File: src/hw/rtl/rgbyc_pkg.sv
// ----------------------------------------------------------------------------
// rgbyc_pkg: shared types and constants for the RGB to YCbCr blend core
// Fixed-point formats, conversion coefficients and the item structs.
// ----------------------------------------------------------------------------
package rgbyc_pkg;

	localparam int FRAC_BITS = 12;
	localparam int CONV_FRAC = 16;
	localparam int NUM_CH    = 3;
	localparam int BYTE_W    = 8;
	localparam int RGB_W     = FRAC_BITS + 4;
	localparam int FRAC_W    = FRAC_BITS + 1;
	localparam int THR_W     = FRAC_BITS;

	// configuration port
	localparam int CFG_IDX_W  = 2;
	localparam int CFG_DATA_W = FRAC_W;
	localparam logic [CFG_IDX_W-1:0] REG_FADE      = 2'd0;
	localparam logic [CFG_IDX_W-1:0] REG_THRESHOLD = 2'd1;
	localparam logic [CFG_IDX_W-1:0] REG_MASK_EN   = 2'd2;

	localparam logic [FRAC_W-1:0] ONE            = FRAC_W'(1 << FRAC_BITS);
	localparam logic [FRAC_W-1:0] FADE_RESET     = ONE;
	localparam logic [THR_W-1:0]  THRESHOLD_RESET = THR_W'(4);

	// datapath widths
	localparam int WEIGHT_W    = 2 * FRAC_BITS + 1;
	localparam int COEF_W      = 25;
	localparam int PROD_W      = COEF_W + RGB_W;
	localparam int ACC_W       = PROD_W + 2;
	localparam int T_W         = ACC_W - FRAC_BITS;
	localparam int D_W         = T_W + 1;
	localparam int MUL_W       = D_W + WEIGHT_W + 1;
	localparam int TOTAL_SHIFT = CONV_FRAC + 2 * FRAC_BITS;
	localparam int R_W         = MUL_W - TOTAL_SHIFT;
	localparam int BIAS_W      = BYTE_W + 2;

	localparam logic [BYTE_W-1:0] CHROMA_OFS = BYTE_W'(128);
	localparam logic [BYTE_W-1:0] BYTE_MAX   = BYTE_W'(255);

	// 255*K in Q.16, rows Y, Cb, Cr; columns R, G, B
	localparam logic signed [COEF_W-1:0] COEF [NUM_CH][NUM_CH] = '{
		'{ 25'sd4996792,  25'sd9809756,  25'sd1905132},
		'{-25'sd2819860, -25'sd5535980,  25'sd8355840},
		'{ 25'sd8355840, -25'sd6996973, -25'sd1358867}
	};

	typedef logic [BYTE_W-1:0] byte_t;
	typedef byte_t [NUM_CH-1:0] trio_t;
	typedef logic signed [D_W-1:0] diff_t;
	typedef logic signed [MUL_W-1:0] mul_t;

	typedef struct packed {
		logic signed [RGB_W-1:0] red;
		logic signed [RGB_W-1:0] green;
		logic signed [RGB_W-1:0] blue;
		logic [FRAC_W-1:0]       mask;
		byte_t                   old_luma;
		byte_t                   old_cb;
		byte_t                   old_cr;
		logic                    row_end;
	} pixel_in_t;

	typedef struct packed {
		byte_t new_luma;
		byte_t new_cb;
		byte_t new_cr;
		logic  row_end_out;
	} pixel_out_t;

	// blend weight and bypass decision for one item
	typedef struct packed {
		logic                keep;
		logic [WEIGHT_W-1:0] s;
	} weight_t;

	// fields that ride along the pipeline unchanged
	typedef struct packed {
		trio_t old;
		logic  row_end;
	} side_t;

endpackage

File: src/hw/rtl/rgbyc_convert.sv
// ----------------------------------------------------------------------------
// rgbyc_convert: RGB to YCbCr target, minus the old pixel
// Stage one forms the nine coefficient products, stage two sums and offsets.
// ----------------------------------------------------------------------------
module rgbyc_convert (
	input  logic                    clk,
	input  logic                    arst_n,
	input  logic                    valid,
	input  rgbyc_pkg::pixel_in_t    pixel,
	output logic                    valid_s2,
	output rgbyc_pkg::diff_t        diff_s2 [rgbyc_pkg::NUM_CH],
	output rgbyc_pkg::side_t        side_s2
);

	logic signed [rgbyc_pkg::RGB_W-1:0]  rgb [rgbyc_pkg::NUM_CH];
	logic signed [rgbyc_pkg::PROD_W-1:0] prod_s1 [rgbyc_pkg::NUM_CH][rgbyc_pkg::NUM_CH];
	logic                                valid_s1;
	rgbyc_pkg::side_t                    side_in;
	rgbyc_pkg::side_t                    side_s1;
	logic signed [rgbyc_pkg::ACC_W-1:0]  acc [rgbyc_pkg::NUM_CH];
	logic signed [rgbyc_pkg::T_W-1:0]    tgt [rgbyc_pkg::NUM_CH];
	logic signed [rgbyc_pkg::BIAS_W-1:0] bias [rgbyc_pkg::NUM_CH];
	rgbyc_pkg::diff_t                    diff_d [rgbyc_pkg::NUM_CH];
	rgbyc_pkg::byte_t                    ofs;

	always_comb begin
		rgb[0] = pixel.red;
		rgb[1] = pixel.green;
		rgb[2] = pixel.blue;
		side_in.old[0]  = pixel.old_luma;
		side_in.old[1]  = pixel.old_cb;
		side_in.old[2]  = pixel.old_cr;
		side_in.row_end = pixel.row_end;
	end

	always_ff @(posedge clk) begin
		for (int c = 0; c < rgbyc_pkg::NUM_CH; c++) begin
			for (int k = 0; k < rgbyc_pkg::NUM_CH; k++) begin
				prod_s1[c][k] <= rgbyc_pkg::PROD_W'(rgbyc_pkg::COEF[c][k])
					* rgbyc_pkg::PROD_W'(rgb[k]);
			end
		end
		side_s1 <= side_in;
	end

	// floor to Q.16, add the chroma offset, subtract old<<16
	always_comb begin
		ofs = '0;
		for (int c = 0; c < rgbyc_pkg::NUM_CH; c++) begin
			acc[c] = rgbyc_pkg::ACC_W'(prod_s1[c][0]) + rgbyc_pkg::ACC_W'(prod_s1[c][1])
				+ rgbyc_pkg::ACC_W'(prod_s1[c][2]);
			tgt[c] = acc[c][rgbyc_pkg::ACC_W-1:rgbyc_pkg::FRAC_BITS];
			ofs = (c == 0) ? '0 : rgbyc_pkg::CHROMA_OFS;
			bias[c] = $signed({2'b00, ofs}) - $signed({2'b00, side_s1.old[c]});
			diff_d[c] = rgbyc_pkg::D_W'(tgt[c])
				+ (rgbyc_pkg::D_W'(bias[c]) <<< rgbyc_pkg::CONV_FRAC);
		end
	end

	always_ff @(posedge clk) begin
		for (int c = 0; c < rgbyc_pkg::NUM_CH; c++) begin
			diff_s2[c] <= diff_d[c];
		end
		side_s2 <= side_s1;
	end

	always_ff @(posedge clk or negedge arst_n) begin
		if (!arst_n) begin
			valid_s1 <= 1'b0;
			valid_s2 <= 1'b0;
		end else begin
			valid_s1 <= valid;
			valid_s2 <= valid_s1;
		end
	end

endmodule

File: config.mk
export PLATFORM = sky130hd
export DESIGN_NAME = rgbyc_convert
export DESIGN_NICKNAME = d
export VERILOG_FILES = /design/src/hw/rtl/rgbyc_pkg.sv /design/src/hw/rtl/rgbyc_convert.sv
export SDC_FILE = /design/constraint.sdc
export NUM_CORES = 2
export LEC_CHECK = 0
export BUFFER_PORTS_ARGS = -buffer_cell sky130_fd_sc_hd__buf_2
export CORE_UTILIZATION = 40
export CTS_CLUSTER_SIZE = 40
export DETAILED_ROUTE_END_ITERATION = 10
export PLACE_DENSITY = 0.63
export SLEW_MARGIN = 5
export SYNTH_ARGS = -nofsm -noshare
export SYNTH_HDL_FRONTEND = slang
export SYNTH_SLANG_ARGS = --single-unit
export TNS_END_PERCENT = 5
File: constraint.sdc
create_clock -name clk -period 5.8 [get_ports clk]
set_input_delay 0.58 -clock clk [delete_from_list [all_inputs] [get_ports clk]]
set_output_delay 0.58 -clock clk [all_outputs]
set_load 0.02 [all_outputs]
==> impl_metrics.json <==
{
  "run_status": "complete, but fails checks",
  "violations": "antenna violations, design-rule violations, negative setup slack",
  "clk_path_buf_depth": 3,
  "totalWireLength_microns": 222000,
  "finalMaxSlewViolations": 0,
  "synth-seq-area-share": 0.136,
  "netlist_area_sq_mm": 0.0670,
  "grt_pass1_wl_microns": 336000,
  "rrSetupSlack_ns": 0.28,
  "r2r-end": "diff_s2[95]",
  "hold_viol_final": 0,
  "crit_path_end_kind": "register",
  "fin_ws_ns": -0.122,
  "io_pins": 211,
  "drive_gt1_frac": 0.213,
  "whs_ns": 0.206,
  "synth_nets": 9008,
  "r2r_cells": 25,
  "hpwlAfterDp_microns": 199000,
  "place_congestion": 1.01,
  "drc": 6,
  "setup-tns-final_ns": -0.228,
  "antenna_found_initial": 14,
  "syn_avg_cell_area_sq_um": 10.2,
  "critical_path_class": "input port to register",
  "grt_usage": 0.268,
  "critPathLaunchType": "input port",
  "worstMarginPinSlew_ns": 0.851,
  "viasPerCell": 4.95,
  "async_flop_share": 0.00442,
  "clockRootBuffer": "clkbuf_16",
  "grt_pass1_vias": 54788,
  "area_growth_syn_to_layout_pct": 23.8,
  "core_sq_mm": 0.166,
  "maxSlewHeadroom": 0.429,
  "fin_crit_sh": 1.02,
  "cap_violations": 0,
  "clkSinkCount": 453,
  "max_freq_mhz": 169,
  "hp-class": "input port to asynchronous set/reset pin",
  "yosysWarnings": 0,
  "r2r-start": "prod_s1[1][83]",
  "vias": 51188,
  "die_w_microns": 411,
  "post-route-util": 0.501,
  "ant_nets": 1,
  "fin_skew_ns": 0.0621,
  "rows": 149,
  "cts_tree": "done",
  "cts-htree-levels": 2,
  "fin_nets": 10506,
  "first_iter_violations": 3051,
  "worstPathRequired_ns": 6.42,
  "fin_crit_ns": 5.92,
  "crit_path_max_fanout": 3,
  "fin_cells": 10337,
  "io_buffer_count": 197,
  "clk_pin_slew_worst_paths_ns": 0.06,
  "layout.cells.most_common_list": "inv_1 (1685), buf_4 (1217), fa_1 (1162), ha_1 (1136), dfxtp_1 (446)",
  "dominantRegCellSynth": "dfxtp_1",
  "die_y_microns": 411,
  "dieArea_sq_mm": 0.169,
  "rsz0062_at_grt": "yes",
  "dr.pass1.iters": 8,
  "final-setup-viol-count": 6,
  "synth_edf_count": 0,
  "final_common_cell": "inv_1",
  "wl_per_cell_microns": 21.5,
  "placed_cells": 10173,
  "worstSetupEndpoint": "prod_s1[0][119]",
  "grt_max_degree": 26,
  "crit_path_start": "pixel[73]",
  "initial_core_util": 0.405,
  "ys_types": 86,
  "clock_latency_ns": 0.70,
  "cp.arrival_ns": 6.54,
  "overflow": 0,
  "cts_buffers": 55,
  "ys_ff_latch": 453,
  "syn_inst": 6585
}
==> metal layers <==
metal  routed length [microns]  GRT usage  share of wire  vias to the layer above
li1                          -          -              -                    23906
met1                     97000      0.358           0.44                    25758
met2                    105000      0.447           0.47                     1211
met3                      9940     0.0252          0.045                      313
met4                      9970      0.103          0.045                        0
met5                         0          0              0                        -
==> Yosys cell counts, drive strengths merged, types with 32 or more instances <==
| cell | n | area (sq um) |
|---|---|---|
| nor2b | 46 | 288 |
| a21oi | 286 | 1440 |
| o21ai | 158 | 795 |
| o21bai | 52 | 398 |
| inv | 1692 | 6350 |
| fa | 1181 | 23600 |
| xor2 | 108 | 946 |
| nor2 | 233 | 875 |
| dfxtp | 451 | 9030 |
| a21o | 153 | 1150 |
| a31oi | 32 | 215 |
| ha | 1153 | 14400 |
| and3 | 35 | 219 |
| xnor2 | 289 | 2530 |
| nor3 | 70 | 355 |
| nand2 | 139 | 522 |
| a211oi | 32 | 255 |
| nand3 | 57 | 285 |
| o21a | 52 | 390 |
==> metrics by stage <==
| step | area, sq um | setup WS [ns] |
|---|---|---|
| floorplan | 67000 | -0.488 |
| global placement | 80000 | -1.02 |
| detailed placement | 80000 | -0.996 |
| CTS | 82400 | -0.0466 |
| global route | 82900 | -0.309 |
| finish | 82900 | -0.122 |
==> cell families after synthesis <==
family,share of synthesized area
and+or+nand+nor,0.0555
adders and majority gates,0.568
xor gates and xnor gates,0.0519
muxes,0.00157
DFF,0.136
buffers and inverters,0.0956
AOI/OAI and AO/OA,0.0917
==> registers in the layout, summed over array words and instances (netlist names) <==
| signal | count |
|---|---|
| side_s2 | 25 |
| valid_s1 | 1 |
| diff_s2 | 96 |
| side_s1 | 25 |
| prod_s1 | 305 |
| valid_s2 | 1 |
==> how the worst min path moves through the flow <==
stage	start	to	slack, ns	cells after the start
finish	arst_n	valid_s2	0.21	2
global route	arst_n	valid_s2	0.20	2
CTS	arst_n	valid_s1	0.16	2
detailed placement	side_s1[0]	side_s2[0]	0.31	0
global placement	side_s1[0]	side_s2[0]	0.31	0
floorplan	arst_n	valid_s1	0.28	0
==> cell type report <==
type / count / area (sq um)
flip-flops and latches: 453 / 9090
diodes: 21 / 52.6
clock buffers: 67 / 1480
well taps: 2189 / 2740
multi-input cells: 4426 / 52100
fillers: 15413 / 82600
clock inverters: 34 / 430
repair buffers: 1455 / 10700
inverters: 1692 / 6350
==> critical path, stage by stage <==
cell and delay (ns):
buf_2 0.12, fa_2 0.65, fa_1 0.47, fa_1 0.52, inv_1 0.05, fa_1 0.47, inv_1 0.05, fa_1 0.47
inv_1 0.05, fa_1 0.49, inv_2 0.05, ha_4 0.22, a21o_1 0.16, buf_4 0.14, a32oi_2 0.17, o211ai_2 0.13
o22a_1 0.26, a221o_1 0.35, o21a_1 0.24, a221oi_4 0.33, o31ai_4 0.12, o41ai_2 0.31, xnor2_1 0.16
==> timing repair <==
item | in CTS | in global routing
gates cloned | 0 | 0
buffers inserted | 7 | 8
endpoints found under the setup margin | 36 | 81
hold buffers | 27 | 0
gates resized for setup | 66 | 115
pin swaps | 32 | 50
endpoints found under the hold margin | 28 | 0
Power is not shown: default switching activity piles up to over one toggle a cycle in this logic, so the estimate is an artifact.
