### src/hw/rtl/rgbyc_pkg.sv
// ----------------------------------------------------------------------------
// rgbyc_pkg: shared types and constants for the RGB to YCbCr blend core
// Fixed-point formats, conversion coefficients and the item structs.
// ----------------------------------------------------------------------------
package rgbyc_pkg;

	localparam int FRAC_BITS = 12;
	localparam int CONV_FRAC = 16;
	localparam int NUM_CH    = 3;
	localparam int BYTE_W    = 8;
	localparam int RGB_W     = FRAC_BITS + 4;
	localparam int FRAC_W    = FRAC_BITS + 1;
	localparam int THR_W     = FRAC_BITS;

	// configuration port
	localparam int CFG_IDX_W  = 2;
	localparam int CFG_DATA_W = FRAC_W;
	localparam logic [CFG_IDX_W-1:0] REG_FADE      = 2'd0;
	localparam logic [CFG_IDX_W-1:0] REG_THRESHOLD = 2'd1;
	localparam logic [CFG_IDX_W-1:0] REG_MASK_EN   = 2'd2;

	localparam logic [FRAC_W-1:0] ONE            = FRAC_W'(1 << FRAC_BITS);
	localparam logic [FRAC_W-1:0] FADE_RESET     = ONE;
	localparam logic [THR_W-1:0]  THRESHOLD_RESET = THR_W'(4);

	// datapath widths
	localparam int WEIGHT_W    = 2 * FRAC_BITS + 1;
	localparam int COEF_W      = 25;
	localparam int PROD_W      = COEF_W + RGB_W;
	localparam int ACC_W       = PROD_W + 2;
	localparam int T_W         = ACC_W - FRAC_BITS;
	localparam int D_W         = T_W + 1;
	localparam int MUL_W       = D_W + WEIGHT_W + 1;
	localparam int TOTAL_SHIFT = CONV_FRAC + 2 * FRAC_BITS;
	localparam int R_W         = MUL_W - TOTAL_SHIFT;
	localparam int BIAS_W      = BYTE_W + 2;

	localparam logic [BYTE_W-1:0] CHROMA_OFS = BYTE_W'(128);
	localparam logic [BYTE_W-1:0] BYTE_MAX   = BYTE_W'(255);

	// 255*K in Q.16, rows Y, Cb, Cr; columns R, G, B
	localparam logic signed [COEF_W-1:0] COEF [NUM_CH][NUM_CH] = '{
		'{ 25'sd4996792,  25'sd9809756,  25'sd1905132},
		'{-25'sd2819860, -25'sd5535980,  25'sd8355840},
		'{ 25'sd8355840, -25'sd6996973, -25'sd1358867}
	};

	typedef logic [BYTE_W-1:0] byte_t;
	typedef byte_t [NUM_CH-1:0] trio_t;
	typedef logic signed [D_W-1:0] diff_t;
	typedef logic signed [MUL_W-1:0] mul_t;

	typedef struct packed {
		logic signed [RGB_W-1:0] red;
		logic signed [RGB_W-1:0] green;
		logic signed [RGB_W-1:0] blue;
		logic [FRAC_W-1:0]       mask;
		byte_t                   old_luma;
		byte_t                   old_cb;
		byte_t                   old_cr;
		logic                    row_end;
	} pixel_in_t;

	typedef struct packed {
		byte_t new_luma;
		byte_t new_cb;
		byte_t new_cr;
		logic  row_end_out;
	} pixel_out_t;

	// blend weight and bypass decision for one item
	typedef struct packed {
		logic                keep;
		logic [WEIGHT_W-1:0] s;
	} weight_t;

	// fields that ride along the pipeline unchanged
	typedef struct packed {
		trio_t old;
		logic  row_end;
	} side_t;

endpackage

### src/hw/rtl/rgbyc_weight.sv
// ----------------------------------------------------------------------------
// rgbyc_weight: blend weight and bypass decision
// Forms mask*fade or fade<<FRAC_BITS, registered and delayed to stage two.
// ----------------------------------------------------------------------------
module rgbyc_weight (
	input  logic                                clk,
	input  logic [rgbyc_pkg::FRAC_W-1:0]        fade,
	input  logic [rgbyc_pkg::THR_W-1:0]         select_threshold,
	input  logic                                mask_enable,
	input  logic [rgbyc_pkg::FRAC_W-1:0]        mask,
	output rgbyc_pkg::weight_t                  weight_s2
);

	logic [rgbyc_pkg::FRAC_W-1:0] fade_sat;
	logic [rgbyc_pkg::FRAC_W-1:0] fade_eff;
	logic [rgbyc_pkg::FRAC_W-1:0] mask_sat;
	logic [rgbyc_pkg::FRAC_W-1:0] thr_ext;
	logic [2*rgbyc_pkg::FRAC_W-1:0] mask_prod;
	rgbyc_pkg::weight_t weight_d;
	rgbyc_pkg::weight_t weight_s1;

	always_comb begin
		thr_ext  = rgbyc_pkg::FRAC_W'(select_threshold);
		fade_sat = (fade > rgbyc_pkg::ONE) ? rgbyc_pkg::ONE : fade;
		mask_sat = (mask > rgbyc_pkg::ONE) ? rgbyc_pkg::ONE : mask;
		// near one counts as exactly one
		fade_eff = (fade_sat >= rgbyc_pkg::ONE - thr_ext) ? rgbyc_pkg::ONE : fade_sat;
		mask_prod = (2*rgbyc_pkg::FRAC_W)'(mask_sat) * (2*rgbyc_pkg::FRAC_W)'(fade_eff);
		weight_d.keep = (fade_sat <= thr_ext);
		if (mask_enable) begin
			weight_d.s = mask_prod[rgbyc_pkg::WEIGHT_W-1:0];
		end else begin
			weight_d.s = {fade_eff, {(rgbyc_pkg::WEIGHT_W-rgbyc_pkg::FRAC_W){1'b0}}};
		end
	end

	always_ff @(posedge clk) begin
		weight_s1 <= weight_d;
		weight_s2 <= weight_s1;
	end

endmodule

### config.mk
export PLATFORM = sky130hd
export DESIGN_NAME = rgbyc_weight
export DESIGN_NICKNAME = d
export VERILOG_FILES = /design/src/hw/rtl/rgbyc_pkg.sv /design/src/hw/rtl/rgbyc_weight.sv
export SDC_FILE = /design/constraint.sdc
export NUM_CORES = 1
export LEC_CHECK = 0
export BUFFER_PORTS_ARGS = -buffer_cell sky130_fd_sc_hd__buf_4
export CORE_ASPECT_RATIO = 1.75
export CORE_MARGIN = 4
export CORE_UTILIZATION = 40
export CTS_BUF_LIST = sky130_fd_sc_hd__clkbuf_8
export DETAILED_ROUTE_END_ITERATION = 10
export GPL_ROUTABILITY_DRIVEN = 0
export PLACE_DENSITY = 0.62
export RECOVER_POWER = 50
export SETUP_SLACK_MARGIN = 0.2
export SLEW_MARGIN = 20
export SYNTH_ARGS = -nofsm -noshare
export SYNTH_HDL_FRONTEND = slang
export SYNTH_SLANG_ARGS = --single-unit
### constraint.sdc
create_clock -name clk -period 11 [get_ports clk]
set_input_delay 2.2 -clock clk [delete_from_list [all_inputs] [get_ports clk]]
set_output_delay 2.2 -clock clk [all_outputs]
set_load 0.02 [all_outputs]
==> results_dict.tcl, run 1 <==
set metrics [dict create \
    crit_path_frequent_cell "fa_1" \
    synthAdderAreaFrac 0.4457 \
    power.total_uw 627.7 \
    timing.rr.start "weight_s1[16]" \
    hold_depth 0 \
    grt_pass1_wl_mm 34.26 \
    cp-end-kind "flip-flop" \
    overflow 0 \
    ctsLongestPathBuffers 2 \
    dp_hpwl_mm 18.16 \
    ctsHtreeMaxLevel 2 \
    vias 6279 \
    worst_skew_pair.late_latency_ns 0.33 \
    drive_gt1_frac 0.1058 \
    crit_required_ns 11.22 \
    cp-start-kind "input port" \
    synth-simple-area-share 0.1858 \
    ant_nets 0 \
    final-hold-violation-count 0 \
    portBuffers 65 \
    fmax_ghz 0.09655 \
    final_max_slew_viol_count 0 \
    final_common_cell "inv_1" \
    dieHeight_um 194.0 \
    netSwitchingFraction 0.3826 \
    grt_pass1_vias 6763 \
    worstPathArrival_ns 10.58 \
    drv_cap 0 \
    clkSlewWorstSetupHoldPaths_ns 0.10 \
    status "complete, no violations" \
    cts_tree "yes" \
    critPathSlowestCell "fa_1" \
    syn_to_final_growth_pct 10.33 \
    p_seq_frac 0.345 \
    switchingPower_uw 240.1 \
    synth-edff-count 0 \
    finalClockSkew_ns 0.01055 \
    layout_common_cells "194 x inv_1, 123 x nand2_1, 120 x fa_1" \
    start_util 0.4103 \
    rows 67 \
    place_area_sq_um 8641 \
    holdPathEnd "weight_s2[10]" \
    rr_endpoint "weight_s2[16]" \
    pwr-share-clk 0.217 \
    reg2regPathDepth 0 \
    routed_wirelength_mm 20.73 \
    final_cells 1233 \
    rsz0062_at_grt "no" \
    ys_async_sr_fraction 0 \
    grt_start_max_net_pins 27 \
    cts_buffers 5 \
    min_from "weight_s1[10]" \
    finalCritPeriodShare 0.9416 \
    dp.cells 1223 \
    clock-sinks 52 \
    synth-xor-area-share 0.03495 \
    pwr-share-comb 0.438 \
    vdd_ir_drop_max_v 0.00006216 \
    crit_buf_inv 7 \
    synth-seq-cells 52 \
    drt_first_pass_iters 4 \
    core_sq_um 19280 \
    antenna_cells 0 \
    drc 0 \
    avgSynthCellArea_sq_um 8.489 \
    cts_root_buffer "clkbuf_8" \
    syn_nets 1181 \
    worst_slew_pin_slew_ns 0.9082 \
    postCtsHoldBufs 0 \
    yosys_warnings 0 \
    r2r_slack_ns 10.59 \
    finalCriticalPeriod_ns 10.36 \
    critPathKind "input port to flip-flop" \
    die_w_um 114.3 \
    antenna_found_initial 0 \
    final_util 0.4527 \
    netlist_area_sq_um 7911 \
    syn_inst 932 \
    synth_top_family_by_area "adder cells" \
    crit_family "adder cells" \
    ioPinCount 66 \
    fin_setup_tns_ns 0 \
    die-area_sq_um 22180 \
    hp-class "flip-flop to flip-flop" \
    nets 1240 \
    cp_max_fo 9 \
    p_per_area_nw_per_um2 71.92 \
    synthFlopType "dfxtp_1" \
    intPower_uw 387.6 \
    critPathMaxStageDelay_ns 0.54 \
    p_leak_nw 4.551 \
    synth_mux_area_frac 0.001265 \
    setup_viol 0 \
    yosysSeqAreaShare 0.1316 \
    drt_iter0_markers 305 \
    grt_use_total 0.1973 \
    ys_types 67 \
    synth_compound_area_frac 0.08161 \
    slew_headroom 0.3933 \
    wire_per_inst_um 16.81 \
    via_per_inst 5.092 \
    design_area_sq_um 8728 \
]
Yosys cell counts (all sizes together), types with 2 or more instances:
cell      n  area share
inv     194       0.092
nand2   128       0.062
fa      120        0.30
nor2     94       0.045
ha       89        0.14
dfxtp    52        0.13
nor2b    25       0.021
o21ai    25       0.016
buf      23       0.020
a21oi    20       0.013
xnor2    20       0.022
and2     16       0.014
a21o     12       0.011
and3     12      0.0098
clkbuf   12      0.0070
xor2      9       0.010
a211oi    6      0.0063
o21a      6      0.0057
nand2b    5      0.0040
nand3     5      0.0032
nor4      5      0.0040
nand4     4      0.0032
nor3      4      0.0025
a31oi     3      0.0024
nand4b    3      0.0033
or3       3      0.0024
a211o     2      0.0022
a311oi    2      0.0022
a31o      2      0.0022
a41oi     2      0.0022
and4      2      0.0022
o211ai    2      0.0019
o31ai     2      0.0019
or2b      2      0.0019
or4       2      0.0019
cells by family after synthesis:
kind of cell | Yosys count
AOI/OAI and AO/OA | 94
and+or+nand+nor | 315
xor gates and xnor gates | 30
adders and majority gates | 210
DFF | 52
buffers and inverters | 230
muxes | 1
routing by layer:
| layer | track usage | part of all wire |
|---|---|---|
| met1 | 0.2064 | 0.35 |
| met2 | 0.3666 | 0.54 |
| met3 | 0.01655 | 0.035 |
| met4 | 0.1264 | 0.073 |
| met5 | 0 | 0 |
through the flow:
| step | hold WS (ns) | setup WS [ns] |
|---|---|---|
| floorplan | 0.3096 | 0.8410 |
| global placement | 0.3102 | 0.2708 |
| detailed placement | 0.3121 | 0.1516 |
| CTS | 0.3243 | 0.4850 |
| global route | 0.3380 | 0.2271 |
| finish | 0.3226 | 0.6422 |
timing repair:
action / in CTS / in global routing
endpoints found under the setup margin: 0 / 2
setup buffers: 0 / 2
resized for setup: 0 / 3
endpoints found under the hold margin: 0 / 0
power by group through the flow:
stage	combinational, mW	sequential (mW)	clock, mW
3_3_place_gp	0.277	0.222	0
6_report	0.275	0.216	0.136
5_1_grt	0.313	0.220	0.150
3_5_place_dp	0.280	0.221	0
4_1_cts	0.282	0.217	0.142
2_1_floorplan	0.177	0.236	0
area by class of cell:
| class | instances | area, sq um |
|---|---|---|
| Fill cell | 1937 | 10550 |
| Multi-Input combinational cell | 650 | 5934 |
| Sequential cell | 52 | 1041 |
| Inverter | 195 | 732.0 |
| Timing Repair Buffer | 87 | 604.3 |
| Tap cell | 241 | 301.5 |
| Clock buffer | 5 | 68.82 |
| Clock inverter | 3 | 46.29 |
how the worst max path moves through the flow:
stage	start	to	slack, ns	depth (start not counted)
global placement	select_threshold[1]	weight_s1[24]	0.27	32
finish	select_threshold[1]	weight_s1[24]	0.64	34
floorplan	select_threshold[1]	weight_s1[24]	0.84	35
CTS	select_threshold[1]	weight_s1[24]	0.49	32
global route	select_threshold[1]	weight_s1[24]	0.23	33
detailed placement	select_threshold[1]	weight_s1[24]	0.15	32
sequential cells by signal, indices dropped and copies added (netlist names):
| name | count |
|---|---|
| weight_s1 | 26 |
| weight_s2 | 26 |
Note: power is estimated with default switching activity, not from simulation.
==> inputs of run 2 (changes only) <==
--- a/config.mk
+++ b/config.mk
@@ -12,7 +12,7 @@
 export CTS_BUF_LIST = sky130_fd_sc_hd__clkbuf_8
 export DETAILED_ROUTE_END_ITERATION = 10
 export GPL_ROUTABILITY_DRIVEN = 0
-export PLACE_DENSITY = 0.62
+export PLACE_DENSITY = 0.68
 export RECOVER_POWER = 50
 export SETUP_SLACK_MARGIN = 0.2
 export SLEW_MARGIN = 20
==> results_dict.tcl, run 2 (same netlist as run 1, synthesis figures left out) <==
set metrics [dict create \
    die-area_sq_um 22180 \
    rows 67 \
    drt_iter0_markers 332 \
    cp_max_fo 12 \
    cts_tree "yes" \
    grt_pass1_wl_mm 33.42 \
    cts_root_buffer "clkbuf_8" \
    wire_per_inst_um 16.58 \
    final_common_cell "inv_1" \
    vdd_ir_drop_max_v 0.00004303 \
    die_w_um 114.3 \
    dieHeight_um 194.0 \
    critPathMaxStageDelay_ns 0.56 \
    cp-end-kind "flip-flop" \
    hold_depth 0 \
    reg_top3 "weight_s1 x26, weight_s2 x26" \
    grt_start_max_net_pins 27 \
    finalCritPeriodShare 0.9382 \
    ioPinCount 66 \
    critPathSlowestCell "fa_1" \
    via_per_inst 5.146 \
    ctsHtreeMaxLevel 2 \
    reg2regPathDepth 0 \
    multi_input_area_sq_um 5956 \
    nets 1236 \
    rsz0062_at_grt "no" \
    final_max_slew_viol_count 0 \
    grt_use_total 0.1894 \
    overflow 0 \
    crit_required_ns 11.23 \
    p_leak_nw 4.516 \
    drc 0 \
    syn_to_final_growth_pct 9.964 \
    core_sq_um 19280 \
    crit_path_frequent_cell "fa_1" \
    p_per_area_nw_per_um2 70.29 \
    fin_setup_tns_ns 0 \
    start_util 0.4103 \
    vias 6324 \
    portBuffers 65 \
    worstPathArrival_ns 10.55 \
    antenna_found_initial 0 \
    fillers 1921 \
    slew_headroom 0.3615 \
    drive_gt1_frac 0.1053 \
    worst_skew_pair.late_latency_ns 0.34 \
    grt_pass1_vias 6976 \
    layout_common_cells "194 x inv_1, 124 x nand2_1, 120 x fa_1" \
    routed_wirelength_mm 20.38 \
    worst_slew_pin_slew_ns 0.9559 \
    critPathKind "input port to flip-flop" \
    cts_buffers 5 \
    clock-sinks 52 \
    ant_nets 0 \
    antenna_cells 0 \
    drv_cap 0 \
    seq_area_sq_um 1041 \
    dp.cells 1220 \
    final-hold-violation-count 0 \
    dp_hpwl_mm 17.59 \
    clkSlewWorstSetupHoldPaths_ns 0.10 \
    cp-start-kind "input port" \
    crit_buf_inv 6 \
    worst-path-stages 33 \
    ctsLongestPathBuffers 2 \
    setup_viol 0 \
    hp-class "flip-flop to flip-flop" \
    finalClockSkew_ns 0.004709 \
    crit_family "adder cells" \
    finalCriticalPeriod_ns 10.32 \
    fmax_ghz 0.09690 \
    drt_first_pass_iters 5 \
    status "complete, no violations" \
    final_cells 1229 \
]
[run 2: power breakdown]
part	switching [mW]	total, mW	internal (mW)	leakage [nW]
sequential	0.00479	0.216	0.212	0.429
clock	0.0729	0.119	0.0464	0.0423
combinational	0.169	0.276	0.107	4.04
total	0.247	0.612	0.365	4.52
[run 2: final cells by class]
class	instances	share of cell area
clock buffers	5	0.007910
clock inverters	3	0.003020
inverters	195	0.08414
multi-input cells	650	0.6846
flip-flops and latches	52	0.1197
well taps	241	0.03466
repair buffers	83	0.06601
[run 2: routing by layer]
metal,global-route usage,up-vias,share of wire
met5,0,-,0
met4,0.1229,0,0.073
met3,0.02186,79,0.042
met2,0.3525,197,0.53
met1,0.1931,3071,0.35
li1,-,2977,-
[run 2: final timing paths]
path | start | end | slack (ns)
worst min-delay path | weight_s1[16] | weight_s2[16] | 0.33
worst max register to register | weight_s1[17] | weight_s2[17] | 10.59
worst max-delay path | select_threshold[1] | weight_s1[24] | 0.68
worst min register to register | weight_s1[16] | weight_s2[16] | 0.33
[run 2: stage by stage]
| step | hold WS (ns) | setup WS, ns | utilization | total power [mW] | area (sq um) |
|---|---|---|---|---|---|
| global route | 0.3347 | 0.2994 | 0.4512 | 0.6608 | 8700 |
| finish | 0.3345 | 0.6797 | 0.4512 | 0.6115 | 8700 |
| floorplan | 0.3096 | 0.8410 | - | 0.4124 | 7911 |
| global placement | 0.3108 | 0.2149 | 0.4470 | 0.4948 | 8618 |
| detailed placement | 0.3121 | 0.08262 | 0.4470 | 0.5002 | 8618 |
| CTS | 0.3274 | 0.4203 | 0.4519 | 0.6234 | 8713 |
[run 2: repair_timing]
action	CTS	global route
hold buffers	0	0
setup endpoints to repair	0	3
buffers inserted	0	1
gates resized for setup	0	8
